[src/design/dpp_pkg.sv]
// Shared types, register codes and reset values for the depth pixel to point core.
`default_nettype none

package dpp_pkg;

    localparam int unsigned MAX_IMAGE_WIDTH  = 4096;
    localparam int unsigned MAX_IMAGE_HEIGHT = 4096;

    localparam int ROW_W   = 12;
    localparam int COL_W   = 12;
    localparam int DEPTH_W = 16;
    localparam int COLOR_W = 8;
    localparam int Z_W     = 24;
    localparam int COORD_W = 32;
    localparam int SCALE_W = 32;
    localparam int CTR_W   = 16;
    localparam int INVF_W  = 24;
    localparam int OFS_W   = 16;
    localparam int T_W     = Z_W + INVF_W;
    localparam int FRAC_SHIFT = 28;

    localparam int CFG_IDX_W  = 3;
    localparam int CFG_DATA_W = 32;

    localparam logic [CFG_IDX_W-1:0] CFG_DEPTH_SCALE = 3'd0;
    localparam logic [CFG_IDX_W-1:0] CFG_CENTER_X    = 3'd1;
    localparam logic [CFG_IDX_W-1:0] CFG_CENTER_Y    = 3'd2;
    localparam logic [CFG_IDX_W-1:0] CFG_INV_FOCAL_X = 3'd3;
    localparam logic [CFG_IDX_W-1:0] CFG_INV_FOCAL_Y = 3'd4;

    localparam logic [SCALE_W-1:0] RST_DEPTH_SCALE = 32'd536814;
    localparam logic [CTR_W-1:0]   RST_CENTER_X    = 16'd5005;
    localparam logic [CTR_W-1:0]   RST_CENTER_Y    = 16'd3866;
    localparam logic [INVF_W-1:0]  RST_INV_FOCAL_X = 24'd26970;
    localparam logic [INVF_W-1:0]  RST_INV_FOCAL_Y = 24'd26970;

    typedef struct packed {
        logic [SCALE_W-1:0] depth_scale;
        logic [CTR_W-1:0]   center_x;
        logic [CTR_W-1:0]   center_y;
        logic [INVF_W-1:0]  inv_focal_x;
        logic [INVF_W-1:0]  inv_focal_y;
    } cfg_t;

    // Load enables for the stages inside the lateral units.
    typedef struct packed {
        logic s3;
        logic s4;
        logic s5;
        logic s6;
    } lat_ld_t;

endpackage

`default_nettype wire

[src/design/dpp_lateral.sv]
// Lateral coordinate pipeline: |offset| * z * inv_focal >> 28, signed and saturated.
`default_nettype none

module dpp_lateral (
    input  wire logic                              aclk,
    input  wire dpp_pkg::lat_ld_t                  ld,
    input  wire logic [dpp_pkg::Z_W-1:0]           z_in,
    input  wire logic [dpp_pkg::INVF_W-1:0]        inv_focal,
    input  wire logic [dpp_pkg::OFS_W-1:0]         offset_in,
    input  wire logic                              neg_in,
    output      logic signed [dpp_pkg::COORD_W-1:0] coord,
    output      logic                              clip
);

    localparam int HALF_W = dpp_pkg::T_W / 2;
    localparam int PP_W   = dpp_pkg::OFS_W + HALF_W;
    localparam int PROD_W = dpp_pkg::OFS_W + dpp_pkg::T_W;
    localparam int MAG_W  = PROD_W - dpp_pkg::FRAC_SHIFT;

    logic [dpp_pkg::T_W-1:0]   t_reg;
    logic [dpp_pkg::OFS_W-1:0] ofs3_reg;
    logic                      neg3_reg, neg4_reg, neg5_reg;
    logic [PP_W-1:0]           plo_reg, phi_reg;
    logic [PROD_W-1:0]         prod_reg;
    logic signed [dpp_pkg::COORD_W-1:0] coord_reg, coord_next;
    logic                      clip_reg, clip_next;
    logic [MAG_W-1:0]          mag;

    assign mag = prod_reg[PROD_W-1:dpp_pkg::FRAC_SHIFT];

    always_comb begin
        if (!neg5_reg) begin
            clip_next  = |mag[MAG_W-1:dpp_pkg::COORD_W-1];
            coord_next = clip_next ? {1'b0, {(dpp_pkg::COORD_W-1){1'b1}}}
                                   : mag[dpp_pkg::COORD_W-1:0];
        end else begin
            // The most negative value is reachable exactly, one above its magnitude clips.
            clip_next = (|mag[MAG_W-1:dpp_pkg::COORD_W]) ||
                        (mag[dpp_pkg::COORD_W-1] && (|mag[dpp_pkg::COORD_W-2:0]));
            coord_next = clip_next ? {1'b1, {(dpp_pkg::COORD_W-1){1'b0}}}
                                   : -mag[dpp_pkg::COORD_W-1:0];
        end
    end

    always_ff @(posedge aclk) begin
        if (ld.s3) begin
            t_reg    <= z_in * inv_focal;
            ofs3_reg <= offset_in;
            neg3_reg <= neg_in;
        end
        if (ld.s4) begin
            plo_reg  <= ofs3_reg * t_reg[HALF_W-1:0];
            phi_reg  <= ofs3_reg * t_reg[dpp_pkg::T_W-1:HALF_W];
            neg4_reg <= neg3_reg;
        end
        if (ld.s5) begin
            prod_reg <= {phi_reg, {HALF_W{1'b0}}} + PROD_W'(plo_reg);
            neg5_reg <= neg4_reg;
        end
        if (ld.s6) begin
            coord_reg <= coord_next;
            clip_reg  <= clip_next;
        end
    end

    assign coord = coord_reg;
    assign clip  = clip_reg;

endmodule

`default_nettype wire

[config.mk]
export PLATFORM = sky130hd
export DESIGN_NAME = dpp_lateral
export DESIGN_NICKNAME = d
export VERILOG_FILES = /design/src/design/dpp_pkg.sv /design/src/design/dpp_lateral.sv
export SDC_FILE = /design/constraint.sdc
export NUM_CORES = 2
export LEC_CHECK = 0
export BUFFER_PORTS_ARGS = -buffer_cell sky130_fd_sc_hd__buf_2
export CELL_PAD_IN_SITES_DETAIL_PLACEMENT = 1
export CELL_PAD_IN_SITES_GLOBAL_PLACEMENT = 2
export CORE_ASPECT_RATIO = 0.75
export CORE_MARGIN = 4
export CORE_UTILIZATION = 39
export CTS_CLUSTER_DIAMETER = 200
export DETAILED_ROUTE_END_ITERATION = 10
export PLACE_DENSITY_LB_ADDON = 0.1
export SLEW_MARGIN = 15
export SYNTH_ARGS = -nofsm -noshare
export SYNTH_HDL_FRONTEND = slang
export SYNTH_SLANG_ARGS = --single-unit
[constraint.sdc]
create_clock -name aclk -period 7.6 [get_ports aclk]
set_input_delay 1.14 -clock aclk [delete_from_list [all_inputs] [get_ports aclk]]
set_output_delay 1.14 -clock aclk [all_outputs]
set_load 0.02 [all_outputs]
Yosys cells after proc, flatten, opt, wreduce, memory -nomap -nowiden
Cells that the tools add are included.
{ "totals": {"ramBits": 0, "mem_count": 0, "latch_bits": 0, "regBits": 244, "mem_bits_ro": 0} }
{ "op_classes": {"muxes": 4, "n_div": 0, "n_shift": 0, "n_eq_ne": 0, "reduce_logical": 5, "n_mul": 3, "n_lt_le_gt_ge": 0, "bitwise": 0, "add_sub_neg": 2} }
{ "ops": {"columns": ["operator", "count"], "rows": [
  ["two-way mux 32 bit", 3],
  ["multiplier 16 x 24 -> 40 bit", 2],
  ["adder 64 x 40 -> 64 bit", 1],
  ["multiplier 24 x 24 -> 48 bit", 1],
  ["negator 32 bit", 1],
  ["OR reduction 31 bit", 1],
  ["OR reduction 5 bit", 1],
  ["OR reduction 4 bit", 1],
  ["logical AND 1 bit", 1],
  ["logical OR 1 bit", 1],
  ["two-way mux 1 bit", 1]
]} }

Logic depth before layout (Yosys ltp)
{ "depth": {"ltp_word": 5, "depth_mapped": 27, "depth_no_buf": 25} }

Worst setup path after synthesis
No wires, ideal clock.
{ "synth_path": {"kind": "input -> register", "from": "in inv_focal[3] in the netlist's numbering", "to": "reg t_reg[41] in the netlist's numbering (data pin)", "arrival_ns": 7.259, "path_stages": 25, "setup_slack_ns": 0.083, "path_cell_list": "clkbuf_1 > nand2_1 > fa_1 > inv_1 > fa_1 > inv_1 > fa_1 > fa_1 > inv_1 > fa_1 > fa_1 > inv_1 > fa_1 > inv_1 > ha_1 > clkbuf_1 > a21o_1 > o21bai_1 > a31o_2 > a21o_1 > a31oi_1 > o21ai_0 > a221o_1 > a21oi_1 > xnor2_1"} }
{ "synth_between": {"elab_chain_cells": 1} }
{ "synth_lines": {"columns": ["element", "line", "source"], "rows": [
  ["start, declared", "dpp_lateral.sv:8", "input wire logic [dpp_pkg::INVF_W-1:0] inv_focal,"],
  ["multiplier 24 x 24 -> 48 bit", "dpp_lateral.sv:47", "t_reg <= z_in * inv_focal;"],
  ["end signal, assigned", "dpp_lateral.sv:47", null],
  ["end, declared", "dpp_lateral.sv:20", "logic [dpp_pkg::T_W-1:0] t_reg;"]
]} }
Every way passes these cells.
A chain may end at the register's enable or synchronous reset.

Worst setup path in the final report
{ "layout_path": {"from": "in inv_focal[1] in the netlist's numbering", "to": "reg t_reg[41] in the netlist's numbering (data pin)"} }
The elaborated chain is that of the path after synthesis.

==> flow_summary.json <==
{
  "outcome": "completed",
  "die_area_um2": 134000,
  "mappedNetlistNets": 6921,
  "synth-compound-area-share_pct": 5.18,
  "largest_register_ff_count": 48,
  "synth_cell_types": 63,
  "setup.worst_path.end_class": "register",
  "grt_use_total_pct": 23.0,
  "fillers": 14600,
  "detail-route-antenna-nets": 0,
  "max_clock_freq_ghz": 0.136,
  "num-nets-final": 7127,
  "top_level_ports": 103,
  "cp.required_ns": 7.86,
  "synth_top_family_by_area": "adder cells",
  "first_iter_violations": 1934,
  "synth_seq_area_share_pct": 11.5,
  "synth.cell_area_um2": 50000,
  "timing_worst_slew_pin_value_ns": 1.06,
  "cts.path.max_buffers": 2,
  "die_width_um": 422,
  "critPathKind": "primary input to register",
  "critPathLaunchType": "primary input",
  "max-cap-violations": 0,
  "cts-htree-levels": 4,
  "drcViolationCount": 0,
  "synth_enable_flop_cells": 192,
  "count_of_buffers_from_port_buffering": 102,
  "worstPathMaxFanout": 11,
  "grt_pass1_vias": 40600,
  "clkSinkCount": 192,
  "floorplan.initialDensity_pct": 39.4,
  "post_route_cells_drive_above_1_share_pct": 8.97,
  "post_synth_and_or_nand_nor_area_fraction_pct": 15.9,
  "timing.final.hold_violations": 0,
  "grt_first_pass_wirelength_um": 240000,
  "post-route-min-period_ns": 7.37,
  "worst_setup_hold_path_clk_slew_ns": 0.10,
  "worst_hold_path_type": "register to register",
  "post_synth_fa_ha_maj_area_fraction_pct": 54.0,
  "tritoncts.num_buffers": 17,
  "core.rowCount": 113,
  "detailroute.via_count": 35900,
  "die_h_um": 318,
  "yosys.area.top_type": "sky130_fd_sc_hd__fa_1",
  "postSynthRegisterBits": 192,
  "hold_buffer_count_at_cts": 0,
  "yosys-top-cells-area": "sky130_fd_sc_hd__fa_1 44%, sky130_fd_sc_hd__edfxtp_1 12%, sky130_fd_sc_hd__ha_1 10%",
  "synth-main-ff-cell": "sky130_fd_sc_hd__edfxtp_1",
  "clock-root-buffer": "sky130_fd_sc_hd__clkbuf_16",
  "grt_remaining_overflow": 0,
  "xor_and_xnor_fraction_of_the_mapped_netlist_area_pct": 2.36,
  "netlist.area_leader.share_pct": 43.7,
  "detail_route.wl_per_cell_um": 20.6,
  "area_delta_synth_final_pct": 10.1,
  "place_worst_setup_slack_ns": -0.393,
  "post_dr_vias_cell": 4.96,
  "postSynth.asyncResetShare_pct": 0,
  "hpwlAfterDp_um": 126000,
  "post_synthesis_cell_count": 5347,
  "yosysWarnings": 0,
  "finalSetupViolCount": 0,
  "clock_latency_ns": 0.52,
  "aggregate_routed_wire_length_um": 149000,
  "firstDrtPassIters": 5,
  "layout_worst_path_cycle_share_pct": 97.0,
  "place.gp.congestion": 0.862,
  "placeableCoreArea_um2": 127000,
  "post_synthesis_average_cell_area_um2": 9.36,
  "slew_viol_final": 0,
  "cts_tree": "yes",
  "postCtsSetupRepairBufs": 0,
  "critical_path_data_arrival_time_ns": 7.64,
  "number_of_antenna_violations_at_the_first_check_in_global_routing": 3,
  "muxShareOfSynthArea_pct": 0,
  "clock-skew-final_ns": 0.0356,
  "worst_slew_margin_rel_pct": 28.9,
  "setup_slack_ns": 0.228,
  "grt_start_max_net_pins": 58
}
logic make-up after synthesis:
kind of cell    count (synthesis)
compound gates                400
xor+xnor                      135
fa+ha+maj                    1504
buf+inv                      1471
flops                         192
simple gates                 1645
cells in the final DEF, fill, tap and decap left out, types with 5 or more instances in the layout:
master                      Yosys  routed
sky130_fd_sc_hd__inv_1       1219    1219
sky130_fd_sc_hd__fa_1        1093    1091
sky130_fd_sc_hd__nand2_1      891     891
sky130_fd_sc_hd__and2_1       551     551
sky130_fd_sc_hd__ha_1         411     411
sky130_fd_sc_hd__buf_4          0     319
sky130_fd_sc_hd__edfxtp_1     192     192
sky130_fd_sc_hd__a21oi_1      122     118
sky130_fd_sc_hd__xnor2_1       99      99
sky130_fd_sc_hd__buf_2          4      98
sky130_fd_sc_hd__a21o_1        69      69
sky130_fd_sc_hd__o21ai_0       66      65
sky130_fd_sc_hd__nor2_1        52      52
sky130_fd_sc_hd__xor2_1        36      36
sky130_fd_sc_hd__nand3_1       26      26
sky130_fd_sc_hd__nand4_1       23      23
sky130_fd_sc_hd__a31oi_1       18      18
sky130_fd_sc_hd__nor3_1        18      18
sky130_fd_sc_hd__o311ai_1      17      17
sky130_fd_sc_hd__clkbuf_16      0      17
sky130_fd_sc_hd__nor2b_1       16      16
sky130_fd_sc_hd__buf_12         0      15
sky130_fd_sc_hd__a211oi_1      14      14
sky130_fd_sc_hd__and3_1        14      14
sky130_fd_sc_hd__o211ai_1      12      12
sky130_fd_sc_hd__o21a_1        11      11
sky130_fd_sc_hd__nor4_1        11      11
sky130_fd_sc_hd__o21bai_1      10      10
sky130_fd_sc_hd__nand2b_1       8       8
sky130_fd_sc_hd__or3_1          8       8
sky130_fd_sc_hd__o311ai_0       7       7
sky130_fd_sc_hd__o211a_1        7       7
sky130_fd_sc_hd__o21ai_1        6       7
sky130_fd_sc_hd__o31ai_1        8       7
sky130_fd_sc_hd__or2_2          6       6
sky130_fd_sc_hd__or4_1          5       5
sky130_fd_sc_hd__clkinv_8       0       5
worst paths after layout:
| path | startpoint | end | slack (ns) | cells past startpoint |
|---|---|---|---|---|
| worst min register to register | neg4_reg$_DFFE_PP_ | neg5_reg$_DFFE_PP_ | 0.43 | 0 |
| worst max register to register | ofs3_reg[3]$_DFFE_PP_ | phi_reg[39]$_DFFE_PP_ | 0.37 | 24 |
| worst min-delay path | neg4_reg$_DFFE_PP_ | neg5_reg$_DFFE_PP_ | 0.43 | 0 |
| worst max-delay path | inv_focal[1] | t_reg[41]$_DFFE_PP_ | 0.23 | 26 |
synth_stat cells (8+ instances only):
library cell and number:
sky130_fd_sc_hd__inv_1 1219, sky130_fd_sc_hd__a211oi_1 14, sky130_fd_sc_hd__and3_1 14, sky130_fd_sc_hd__o21ai_0 66, sky130_fd_sc_hd__o211ai_1 12, sky130_fd_sc_hd__xor2_1 36
sky130_fd_sc_hd__nand4_1 23, sky130_fd_sc_hd__clkbuf_1 239, sky130_fd_sc_hd__nor3_1 18, sky130_fd_sc_hd__fa_1 1093, sky130_fd_sc_hd__nor4_1 11, sky130_fd_sc_hd__o31ai_1 8
sky130_fd_sc_hd__ha_1 411, sky130_fd_sc_hd__o21bai_1 10, sky130_fd_sc_hd__o21a_1 11, sky130_fd_sc_hd__and2_1 551, sky130_fd_sc_hd__nand3_1 26, sky130_fd_sc_hd__nor2_1 52
sky130_fd_sc_hd__a21o_1 69, sky130_fd_sc_hd__a21oi_1 122, sky130_fd_sc_hd__or3_1 8, sky130_fd_sc_hd__o311ai_1 17, sky130_fd_sc_hd__nand2b_1 8, sky130_fd_sc_hd__edfxtp_1 192
sky130_fd_sc_hd__nor2b_1 16, sky130_fd_sc_hd__a31oi_1 18, sky130_fd_sc_hd__xnor2_1 99, sky130_fd_sc_hd__nand2_1 891
per-layer routing:
metal / wire [um] / share of wire (%) / track usage [%] / vias up
li1: - / - / - / 16400
met1: 76100 / 51 / 35.3 / 18700
met2: 62900 / 42 / 34.6 / 739
met3: 8220 / 5.5 / 4.02 / 88
met4: 1870 / 1.3 / 3.41 / 2
met5: 12 / 0.0080 / 0 / -
worst max-delay path, cell delays in order:
cell	delay, ns
sky130_fd_sc_hd__clkbuf_4	0.19
sky130_fd_sc_hd__buf_4	0.19
sky130_fd_sc_hd__and2_1	0.18
sky130_fd_sc_hd__fa_1	0.50
sky130_fd_sc_hd__fa_1	0.54
sky130_fd_sc_hd__inv_1	0.05
sky130_fd_sc_hd__fa_1	0.49
sky130_fd_sc_hd__fa_1	0.53
sky130_fd_sc_hd__inv_1	0.07
sky130_fd_sc_hd__fa_1	0.50
sky130_fd_sc_hd__fa_1	0.51
sky130_fd_sc_hd__inv_1	0.05
sky130_fd_sc_hd__fa_1	0.47
sky130_fd_sc_hd__inv_1	0.04
sky130_fd_sc_hd__ha_1	0.33
sky130_fd_sc_hd__a21oi_2	0.18
sky130_fd_sc_hd__nand2_1	0.07
sky130_fd_sc_hd__a221oi_1	0.22
sky130_fd_sc_hd__o21ai_0	0.13
sky130_fd_sc_hd__buf_4	0.17
sky130_fd_sc_hd__a31oi_1	0.17
sky130_fd_sc_hd__buf_4	0.17
sky130_fd_sc_hd__o21ai_0	0.14
sky130_fd_sc_hd__a221o_1	0.34
sky130_fd_sc_hd__a21oi_1	0.17
sky130_fd_sc_hd__xnor2_1	0.09
repair_timing:
item | 4_1_cts | 5_1_grt
setup endpoints to repair | 0 | 9
gates resized for setup | 0 | 14
endpoints found under the hold margin | 0 | 0
cell type report:
cell class	instances	area [um2]	share of cell area (%)
clock inverter	15	228	0.413
multi-input combinational	3684	38800	70.4
clock buffer	17	425	0.772
inverter	1220	4580	8.31
sequential	192	5770	10.5
antenna	2	5.00	0.00908
tap	1667	2090	3.79
timing repair buffer	438	3240	5.88
stage by stage:
stage                     hold slack, ns  utilization [%]  area [um2]   TNS (ns)  instances
after detailed placement           0.406             42.8       54400      -4.41       7201
after floorplan                    0.400                -       50000          0       5347
after CTS                          0.430             43.4       55000          0       7233
final                              0.428             43.4       55100          0       7235
after global placement             0.402             42.8       54400      -2.61       7201
after global routing               0.448             43.4       55100  -0.000890       7233
Power is left out: the tool's default activity adds up to more than one toggle a clock period on the data nets, which glitch-free logic cannot reach.
