## config.mk

```make
export PLATFORM = sky130hd
export DESIGN_NAME = dpp_cfg_regs
export DESIGN_NICKNAME = d
export VERILOG_FILES = /design/src/design/dpp_pkg.sv /design/src/design/dpp_cfg_regs.sv
export SDC_FILE = /design/constraint.sdc
export NUM_CORES = 1
export LEC_CHECK = 0
export ABC_AREA = 1
export BUFFER_PORTS_ARGS = -buffer_cell sky130_fd_sc_hd__buf_2
export CAP_MARGIN = 5
export CORE_ASPECT_RATIO = 1.5
export CORE_UTILIZATION = 45
export CTS_CLUSTER_SIZE = 16
export DETAILED_ROUTE_END_ITERATION = 10
export GPL_TIMING_DRIVEN = 0
export MAX_ROUTING_LAYER = met4
export PLACE_DENSITY = 0.73
export REMOVE_ABC_BUFFERS = 1
export SYNTH_ARGS = -nofsm -noshare
export SYNTH_HDL_FRONTEND = slang
export SYNTH_SLANG_ARGS = --single-unit
```

## constraint.sdc

```tcl
create_clock -name aclk -period 1.6 [get_ports aclk]
set_input_delay 0.32 -clock aclk [delete_from_list [all_inputs] [get_ports aclk]]
set_output_delay 0.32 -clock aclk [all_outputs]
set_load 0.02 [all_outputs]
```

## src/design/dpp_pkg.sv

```systemverilog
// Shared types, register codes and reset values for the depth pixel to point core.
`default_nettype none

package dpp_pkg;

    localparam int unsigned MAX_IMAGE_WIDTH  = 4096;
    localparam int unsigned MAX_IMAGE_HEIGHT = 4096;

    localparam int ROW_W   = 12;
    localparam int COL_W   = 12;
    localparam int DEPTH_W = 16;
    localparam int COLOR_W = 8;
    localparam int Z_W     = 24;
    localparam int COORD_W = 32;
    localparam int SCALE_W = 32;
    localparam int CTR_W   = 16;
    localparam int INVF_W  = 24;
    localparam int OFS_W   = 16;
    localparam int T_W     = Z_W + INVF_W;
    localparam int FRAC_SHIFT = 28;

    localparam int CFG_IDX_W  = 3;
    localparam int CFG_DATA_W = 32;

    localparam logic [CFG_IDX_W-1:0] CFG_DEPTH_SCALE = 3'd0;
    localparam logic [CFG_IDX_W-1:0] CFG_CENTER_X    = 3'd1;
    localparam logic [CFG_IDX_W-1:0] CFG_CENTER_Y    = 3'd2;
    localparam logic [CFG_IDX_W-1:0] CFG_INV_FOCAL_X = 3'd3;
    localparam logic [CFG_IDX_W-1:0] CFG_INV_FOCAL_Y = 3'd4;

    localparam logic [SCALE_W-1:0] RST_DEPTH_SCALE = 32'd536814;
    localparam logic [CTR_W-1:0]   RST_CENTER_X    = 16'd5005;
    localparam logic [CTR_W-1:0]   RST_CENTER_Y    = 16'd3866;
    localparam logic [INVF_W-1:0]  RST_INV_FOCAL_X = 24'd26970;
    localparam logic [INVF_W-1:0]  RST_INV_FOCAL_Y = 24'd26970;

    typedef struct packed {
        logic [SCALE_W-1:0] depth_scale;
        logic [CTR_W-1:0]   center_x;
        logic [CTR_W-1:0]   center_y;
        logic [INVF_W-1:0]  inv_focal_x;
        logic [INVF_W-1:0]  inv_focal_y;
    } cfg_t;

    // Load enables for the stages inside the lateral units.
    typedef struct packed {
        logic s3;
        logic s4;
        logic s5;
        logic s6;
    } lat_ld_t;

endpackage

`default_nettype wire

```

## src/design/dpp_cfg_regs.sv

```systemverilog
// Configuration register file for the depth pixel to point core.
`default_nettype none

module dpp_cfg_regs (
    input  wire logic                              aclk,
    input  wire logic                              aresetn,
    input  wire logic                              cfg_valid,
    output      logic                              cfg_ready,
    input  wire logic [dpp_pkg::CFG_IDX_W-1:0]     cfg_index,
    input  wire logic [dpp_pkg::CFG_DATA_W-1:0]    cfg_data,
    output      dpp_pkg::cfg_t                     cfg
);

    dpp_pkg::cfg_t cfg_reg;

    assign cfg_ready = 1'b1;
    assign cfg       = cfg_reg;

    always_ff @(posedge aclk) begin
        if (!aresetn) begin
            cfg_reg.depth_scale <= dpp_pkg::RST_DEPTH_SCALE;
            cfg_reg.center_x    <= dpp_pkg::RST_CENTER_X;
            cfg_reg.center_y    <= dpp_pkg::RST_CENTER_Y;
            cfg_reg.inv_focal_x <= dpp_pkg::RST_INV_FOCAL_X;
            cfg_reg.inv_focal_y <= dpp_pkg::RST_INV_FOCAL_Y;
        end else if (cfg_valid) begin
            unique case (cfg_index)
                dpp_pkg::CFG_DEPTH_SCALE: begin
                    cfg_reg.depth_scale <= cfg_data;
                end
                dpp_pkg::CFG_CENTER_X: begin
                    cfg_reg.center_x <= cfg_data[dpp_pkg::CTR_W-1:0];
                end
                dpp_pkg::CFG_CENTER_Y: begin
                    cfg_reg.center_y <= cfg_data[dpp_pkg::CTR_W-1:0];
                end
                dpp_pkg::CFG_INV_FOCAL_X: begin
                    cfg_reg.inv_focal_x <= cfg_data[dpp_pkg::INVF_W-1:0];
                end
                dpp_pkg::CFG_INV_FOCAL_Y: begin
                    cfg_reg.inv_focal_y <= cfg_data[dpp_pkg::INVF_W-1:0];
                end
                default: begin
                end
            endcase
        end
    end

endmodule

`default_nettype wire

```

# --- After elaboration in Yosys (flattened, before gate mapping) ---
# Cells that the tools add are included.
op_classes:
  n_reduce_logical: 6
  eq_ne: 4
ops:
  columns: ["operator", "n"]
  rows:
  - ["AND reduction 2 bit", 5]
  - ["== test 3 x 2 -> 1 bit, second input constant", 2]
  - ["== test 3 x 1 -> 1 bit, second input constant", 1]
  - ["== test 3 bit, second input constant", 1]
  - ["logical NOT 3 bit", 1]
totals:
  word_cells: 15
  ff_bits: 112
  in_bits: 38

# --- Depth between registers and ports, before layout ---
# Gate-level depths: netlist of run 1.
logic_depth:
  ltp_word: 2
  ltp_mapped: 6
  depth_no_buf: 5

# --- Worst setup path after synthesis of run 1 ---
# No wires, ideal clock.
synth_timing:
  kind: "input port to flip-flop"
  from: "input cfg_valid"
  to: "register cfg_reg (netlist bit cfg[81])"
  arrival_time_ns: 0.929
  stages: 6
  slack_ns: 0.541
  t_required_ns: 1.470
  setup_time_ns: 0.130
  cell_sequence: "inv_2 > nor2_2 > buf_4 > nand2_2 > nand2_1 > nand3_1"
synth_between:
  elab_chain_cells: 1
synth_rtl:
  columns: ["element", "line", "source"]
  rows:
  - ["from (decl)", "dpp_cfg_regs.sv:7", "input wire logic cfg_valid,"]
  - ["AND reduction 2 bit (no source line)", null, null]
  - ["to (decl)", "dpp_cfg_regs.sv:14", "dpp_pkg::cfg_t cfg_reg;"]
# No other way between the ends.
# A chain may end at the register's enable or synchronous reset.

# --- Worst setup path in the final report of run 1 ---
layout_timing:
  from: "input cfg_valid"
  to: "register cfg_reg (netlist bit cfg[30])"
# Same word-level chain as after synthesis.

==> flow_summary.json, run 1 <==
{
  "overflow": 0,
  "reg2reg_from": "cfg[31]",
  "slew_viol_final": 0,
  "ys_ff_latch": 112,
  "syn_area_per_cell_um2": 7.18,
  "clock_path_buffers": 2,
  "worst-path-stages": 7,
  "cts.sinks": 112,
  "critical_path.endpoint_type": "flip-flop",
  "tightest_slew_ps": 874,
  "antenna_found_initial": 0,
  "p_total_uw": 5780,
  "wl_mm": 12.0,
  "maxCapViolations": 0,
  "cts_buffers": 9,
  "finalCritPeriodShare": 0.853,
  "grt_pass1_wl_mm": 18.5,
  "netlist_area_mm2": 0.00440,
  "die_y_um": 123,
  "p_sw_uw": 1560,
  "netlist_instances": 613,
  "min_period_ps": 1370,
  "p_leak_uw": 0.00278,
  "cts-htree-levels": 3,
  "finalSetupTns_ps": 0,
  "cts_tree": "built",
  "hold_viol_final": 0,
  "drt_first_pass_iters": 5,
  "cts_setup_buffers": 0,
  "final_cell_mix": "nand2_1, buf_2, nor2_1",
  "clk_pin_slew_ps": 70,
  "arrival_ps": 1580,
  "crit_path_top_delay_cell": "nor2_4",
  "fin_skew_ps": 0,
  "hpwl_mm": 8.10,
  "grt_setup_unrepaired": "no",
  "startpoint": "cfg_valid",
  "first_iter_violations": 251,
  "place_ws_ps": -362,
  "largest_reg_flops": 112,
  "r2r_slack_ps": 1000,
  "crit_top_cell": "nand2_1",
  "maxSlewHeadroom": 0.416,
  "yosysUniqueCellTypes": 16,
  "final_common_cell": "nand2_1",
  "cts_root_buffer": "clkbuf_16",
  "crit_family": "simple AND/OR/NAND/NOR gates",
  "switching_share": 0.270,
  "remaining_drc_errors": 0,
  "fin_nets": 781,
  "required_ps": 1820,
  "synth.largest_area_cell": "dfxtp_1",
  "coreArea_mm2": 0.00936,
  "clk_latency_ps": 340,
  "drive_gt1_frac": 0.251,
  "layout-area-overhead-vs-synth_pct": 24.4,
  "ys_seq_area_frac": 0.509,
  "vias_per_cell": 4.93,
  "synth_warnings": 0,
  "antenna_left": 0,
  "seq_power_share": 0.508,
  "intPower_uw": 4220,
  "max_stage_delay_ps": 400,
  "avgRoutedWirePerCell_um": 14.0,
  "gp_congestion": 0.761,
  "grt_pass1_vias": 3935,
  "hold_path.class": "in2reg",
  "fmax_mhz": 732,
  "row_count": 43,
  "die_w_um": 82.8,
  "die_area_mm2": 0.0102,
  "p_comb_frac": 0.123,
  "r2r_end": "cfg[31]",
  "fin_ws_ps": 234,
  "path_cells": "buf_2 -> inv_2 -> nor2_4 -> buf_16 -> nand2_1 -> nand2_1 -> nand3_1",
  "fin_area_mm2": 0.00548,
  "path_buf_inv": 3,
  "grt_max_degree": 77,
  "synth_top_cell_area_share": 0.509,
  "placed_cell_area_mm2": 0.00519,
  "numPortBuffers": 149,
  "outcome": "completed",
  "vias": 4242,
  "crit_path_end": "cfg[30]",
  "final-setup-viol-count": 0,
  "crit_path_start_kind": "input port",
  "reg2reg_depth": 2,
  "pwr-share-clk": 0.369,
  "synth.area.top_cells": "dfxtp_1, nand2_1, nand3_1, nor2_1, inv_1",
  "io_pins": 151,
  "start_util": 0.470,
  "n_antenna_cell": 0,
  "ir_drop_v": 0.000703,
  "cp_max_fo": 30,
  "powerDensity_mw_per_mm2": 1050,
  "critPathKind": "in2reg",
  "track_usage": 0.250
}
## layer usage
| metal | up-vias | global-route usage | wire, µm |
|---|---|---|---|
| met3 | 28 | 0.0273 | 484 |
| met2 | 135 | 0.433 | 6230 |
| met4 | 0 | 0.131 | 410 |
| met1 | 1909 | 0.276 | 4880 |
| met5 | - | - | 0 |
| li1 | 2170 | - | - |
## kinds of logic after synthesis
family	share of synthesized area
simple gates	0.413
flops	0.509
buf+inv	0.0764
other cells	0.000852
## through the flow
step                      cells  hold WS (ps)   util
final                       860           189  0.585
after global routing        860           182  0.585
after global placement      840           434  0.544
after CTS                   859           180  0.584
after detailed placement    843           437  0.554
after floorplan             579           405      -
## cell usage after synthesis
master	number
nand2_1	157
nor2_1	146
dfxtp_1	112
nand3_1	112
inv_1	32
buf_2	14
buf_4	10
clkbuf_1	8
nor2_4	5
inv_2	4
nor2_2	4
nand2_2	3
buf_6	2
nand2_4	2
clkinv_1	1
conb_1	1
## power groups by stage
stage	clock, µW	combinational [µW]	sequential [µW]
after floorplan	0	280	3120
after global placement	0	679	2990
after detailed placement	0	712	3000
after CTS	2180	713	2930
after global routing	2290	793	2940
final	2130	713	2930
## worst register-to-register path, cell delays in order (launching register included)
cell and delay [ps]:
dfxtp_1 340, nor2_1 50, nor2_1 150
## worst min path at each step
stage,startpoint,end,depth (start not counted)
floorplan,aresetn,cfg[11],1
global placement,cfg[25],cfg[25],2
detailed placement,cfg[27],cfg[27],2
CTS,cfg_data[0],cfg[64],3
global route,cfg_data[10],cfg[58],3
finish,cfg_data[10],cfg[58],3
## area by class of cell
cell class	count	area (µm²)
clock buffers	10	239
clock inverters	6	43.8
fillers	922	3880
inverters	37	143
multi-input cells	431	1840
flip-flops and latches	112	2240
well taps	112	140
repair buffers	152	831
## what timing repair did
action	4_1_cts	5_1_grt
gates resized for setup	0	1
setup endpoints to repair	0	16
hold buffers	0	0
Note: power is estimated with default switching activity, not from simulation.
==> run 2, diff against run 1 <==
--- a/config.mk
+++ b/config.mk
@@ -5,7 +5,6 @@
 export SDC_FILE = /design/constraint.sdc
 export NUM_CORES = 1
 export LEC_CHECK = 0
-export ABC_AREA = 1
 export BUFFER_PORTS_ARGS = -buffer_cell sky130_fd_sc_hd__buf_2
 export CAP_MARGIN = 5
 export CORE_ASPECT_RATIO = 1.5
==> flow_summary.json, run 2 <==
{
  "outcome": "completed",
  "fillerInstances": 831,
  "critical_path.endpoint_type": "flip-flop",
  "wl_mm": 10.1,
  "drt_first_pass_iters": 4,
  "netlist_instances": 423,
  "grt_setup_unrepaired": "no",
  "cts_buffers": 9,
  "cp_max_fo": 14,
  "finalSetupTns_ps": 0,
  "coreArea_mm2": 0.00936,
  "die_w_um": 82.6,
  "final_cell_mix": "buf_2, mux2i_1, dfxtp_1",
  "fin_skew_ps": 0,
  "die_area_mm2": 0.0102,
  "tightest_slew_ps": 910,
  "async_flop_share": 0,
  "first_iter_violations": 107,
  "largest_reg_flops": 112,
  "grt_pass1_wl_mm": 15.0,
  "avgRoutedWirePerCell_um": 14.9,
  "remaining_drc_errors": 0,
  "synth_top_cell_area_share": 0.511,
  "syn_area_per_cell_um2": 10.4,
  "clk_pin_slew_ps": 70,
  "fin_nets": 598,
  "io_pins": 151,
  "clk_latency_ps": 330,
  "grt_max_degree": 102,
  "antenna_left": 0,
  "start_util": 0.468,
  "fmax_mhz": 672,
  "gp_congestion": 0.735,
  "max_stage_delay_ps": 690,
  "die_y_um": 123,
  "hpwl_mm": 7.21,
  "row_count": 43,
  "p_leak_uw": 0.00268,
  "vias": 3284,
  "critPathKind": "in2reg",
  "ir_drop_v": 0.000669,
  "min_period_ps": 1490,
  "maxCapViolations": 0,
  "drive_gt1_frac": 0.307,
  "crit_path_top_delay_cell": "nand4bb_2",
  "final_common_cell": "buf_2",
  "cts_setup_buffers": 0,
  "antenna_found_initial": 0,
  "regArea_mm2": 0.00224,
  "yosysUniqueCellTypes": 15,
  "synth.area.top_cells": "dfxtp_1, mux2i_1, nand2_1, nor2b_1, buf_6",
  "hold_viol_final": 0,
  "arrival_ps": 1710,
  "path_cells": "buf_2 -> nand4bb_2 -> buf_16 -> mux2i_1",
  "synth_top_flop_cell": "dfxtp_1",
  "hold_path.class": "in2reg",
  "ys_ff_latch": 112,
  "yosys-top-cells-count": "dfxtp_1, mux2i_1, nand2_1, nor2b_1, buf_2",
  "powerDensity_mw_per_mm2": 990,
  "vias_per_cell": 4.86,
  "overflow": 0,
  "synth.largest_area_cell": "dfxtp_1",
  "synth_edf_count": 0,
  "multi_input_area_mm2": 0.00197,
  "netlist_area_mm2": 0.00439,
  "placed_cell_area_mm2": 0.00523,
  "p_total_uw": 5450,
  "cts_root_buffer": "clkbuf_16",
  "maxSlewHeadroom": 0.390,
  "grt_pass1_vias": 3131,
  "finalCritPeriodShare": 0.930,
  "track_usage": 0.204,
  "crit_family": "simple AND/OR/NAND/NOR gates",
  "final-setup-viol-count": 0,
  "cts-htree-levels": 3,
  "ys_seq_area_frac": 0.511,
  "clock_path_buffers": 2,
  "cts_tree": "built",
  "n_antenna_cell": 0,
  "numPortBuffers": 149,
  "crit_path_start_kind": "input port",
  "path_buf_inv": 2,
  "layout-area-overhead-vs-synth_pct": 25.6,
  "fin_area_mm2": 0.00551,
  "required_ps": 1820,
  "synth_warnings": 0,
  "cts.sinks": 112,
  "slew_viol_final": 0
}
## run 2: cell types whose count changed after synthesis, moves of 3 or more
cell / delta
inv_1: -32
nor2_2: -4
nand4bb_1: +3
nand3_1: -112
inv_2: -4
nor2b_1: +55
buf_6: +4
nor2_4: -5
nor2_1: -146
nand2_2: -3
buf_4: -8
nand2_1: -53
mux2i_1: +112
## run 2: cells by family (layout without fill, tap and decap cells)
kind of cell	after synthesis	after routing	synth area share
buffers and inverters	31	172	0.0422
other	1	1	0.000855
AND/OR/NAND/NOR	167	167	0.190
flip-flops	112	112	0.511
multiplexers	112	112	0.256
## run 2: final cells by class
class	instances	area share
Clock inverter	2	0.00250
Tap cell	112	0.0254
Timing Repair Buffer	157	0.160
Clock buffer	13	0.0473
Multi-Input combinational cell	280	0.358
Sequential cell	112	0.407
## run 2: per-layer routing
layer  track usage  routed length (µm)
met4        0.0851                 241
met5             -                   0
met3        0.0413                 379
met1         0.226                4220
met2         0.351                5240
## run 2: tightest hold or removal path, cell delays in order
cell,delay [ps]
buf_2,100
nand2_1,40
mux2i_1,50
## run 2: timing repair
item                                   CTS  global route
gates resized for setup                  0             1
hold buffers                             0             0
endpoints found under the hold margin    0             0
setup endpoints to repair                0             2
## run 2: metrics by stage
step,hold slack [ps],worst slack (ps),utilization,cells
floorplan,462,-646,-,392
global placement,439,-1590,0.543,653
detailed placement,445,-282,0.559,661
CTS,214,75.2,0.588,676
global route,220,19.6,0.588,676
finish,220,112,0.588,676
## run 2: power breakdown
part,internal [µW],total [µW],switching [µW]
Clock,1140,2100,957
Combinational,192,479,287
Sequential,2850,2880,29.4
## run 2: final timing paths
path | startpoint | to | slack, ps | cells after the start
max | cfg_index[1] | cfg[1] | 110 | 4
min | cfg_data[26] | cfg[106] | 220 | 3
max reg2reg | cfg[68] | cfg[68] | 910 | 2
min reg2reg | cfg[89] | cfg[89] | 450 | 2
==> run 3, diff against run 2 <==
--- a/config.mk
+++ b/config.mk
@@ -11,10 +11,11 @@
 export CORE_UTILIZATION = 45
 export CTS_CLUSTER_SIZE = 16
 export DETAILED_ROUTE_END_ITERATION = 10
-export GPL_TIMING_DRIVEN = 0
+export GPL_TIMING_DRIVEN = 1
 export MAX_ROUTING_LAYER = met4
 export PLACE_DENSITY = 0.73
 export REMOVE_ABC_BUFFERS = 1
+export SLEW_MARGIN = 10
 export SYNTH_ARGS = -nofsm -noshare
 export SYNTH_HDL_FRONTEND = slang
 export SYNTH_SLANG_ARGS = --single-unit
==> flow_summary.json, run 3 (synthesized netlist as in run 2, its figures left out) <==
{
  "outcome": "completed",
  "powerDensity_mw_per_mm2": 1060,
  "reg2reg_from": "cfg[84]",
  "gp_congestion": 0.804,
  "path_buf_inv": 1,
  "ir_drop_v": 0.000616,
  "reg2reg_depth": 2,
  "crit_family": "flip-flops",
  "vias_per_cell": 4.97,
  "largest_reg_flops": 112,
  "maxCapViolations": 0,
  "overflow": 0,
  "hold-worst-slack_ps": 224,
  "io_pins": 151,
  "fin_area_mm2": 0.00560,
  "row_count": 43,
  "cp_max_fo": 2,
  "drt_first_pass_iters": 4,
  "final_cell_mix": "buf_2, mux2i_1, dfxtp_1",
  "grt_use_met3": 0.0236,
  "path_cells": "buf_2",
  "min_period_ps": 1190,
  "r2r_end": "cfg[84]",
  "final-setup-viol-count": 0,
  "hold_depth": 3,
  "worst-path-stages": 1,
  "critPathKind": "reg2out",
  "fin_cells": 685,
  "grt_pass1_wl_mm": 15.6,
  "wl_mm": 10.2,
  "cts.sinks": 112,
  "numPortBuffers": 149,
  "start_util": 0.468,
  "slew_viol_final": 0,
  "cts_tree": "built",
  "remaining_drc_errors": 0,
  "hold_path.class": "in2reg",
  "vias": 3405,
  "drive_gt1_frac": 0.321,
  "cts_setup_buffers": 0,
  "cts-htree-levels": 3,
  "clock_path_buffers": 2,
  "n_antenna_cell": 0,
  "hold_viol_final": 0,
  "crit_path_top_delay_cell": "dfxtp_1",
  "place_inst": 669,
  "clk_latency_ps": 340,
  "die_y_um": 123,
  "grt_pass1_vias": 3306,
  "finalSetupTns_ps": 0,
  "grt_max_degree": 69,
  "antenna_found_initial": 0,
  "fmax_mhz": 838,
  "layout-area-overhead-vs-synth_pct": 27.7,
  "r2r_slack_ps": 950,
  "avgRoutedWirePerCell_um": 14.9,
  "first_iter_violations": 174,
  "die_w_um": 82.6,
  "finalCritPeriodShare": 0.746,
  "grt_setup_unrepaired": "no",
  "cts.hold.buffers_added": 0,
  "grt_use_met1": 0.229,
  "max_stage_delay_ps": 350,
  "cts_root_buffer": "clkbuf_16",
  "grt_busiest_layer": "met2",
  "arrival_ps": 870,
  "die_area_mm2": 0.0102,
  "placed_cell_area_mm2": 0.00525,
  "p_leak_uw": 0.00273,
  "cts_buffers": 9,
  "coreArea_mm2": 0.00936,
  "ctsResizeCount": 0,
  "critical_path.endpoint_type": "output pin",
  "hp-start": "cfg_data[25]",
  "postLayoutCoreUtil": 0.598,
  "hpwl_mm": 7.40,
  "grtUsageMet2": 0.370,
  "fin_nets": 606,
  "final_common_cell": "buf_2",
  "track_usage": 0.212,
  "antenna_left": 0,
  "crit_path_start_kind": "flip-flop",
  "required_ps": 1280,
  "fin_skew_ps": 0,
  "whs_endpoint": "cfg[105]",
  "clk_pin_slew_ps": 70
}
-- run 3: how the worst max path moves through the flow --
stage	startpoint	to	slack [ps]
6_report	cfg[86]	cfg[86]	410
2_1_floorplan	cfg_index[0]	cfg[100]	-650
5_1_grt	cfg[85]	cfg[85]	360
3_3_place_gp	cfg_index[1]	cfg[72]	220
3_5_place_dp	cfg_index[0]	cfg[108]	180
4_1_cts	cfg[49]	cfg[49]	400
-- run 3: layout make-up --
class | instances | area, µm²
clock buffer | 11 | 253
clock inverter | 5 | 103
fill | 852 | 3760
multi-input combinational | 280 | 1970
sequential | 112 | 2240
tap | 112 | 140
timing repair buffer | 165 | 893
-- run 3: per-layer routing --
metal | vias up | part of all wire
met1 | 1608 | 0.41
li1 | 1676 | -
met4 | 0 | 0.028
met2 | 102 | 0.52
met5 | - | 0
met3 | 19 | 0.035
-- run 3: where the power goes --
group / switching [µW] / total [µW] / internal [µW]
registers: 31.3 / 2880 / 2850
clock network: 975 / 2590 / 1610
logic: 290 / 485 / 196
total: 1300 / 5950 / 4660
-- run 3: stage by stage --
stage	power, µW	setup WS, ps
floorplan	3190	-646
global placement	3420	222
detailed placement	3430	180
CTS	6010	397
global route	6150	362
finish	5950	406
-- run 3: worst register-to-register path, delay by kind of cell (launching register included) --
| kind | cells | cell delay [ps] |
|---|---|---|
| muxes | 1 | 150 |
| and+or+nand+nor | 1 | 70 |
| DFF | 1 | 350 |
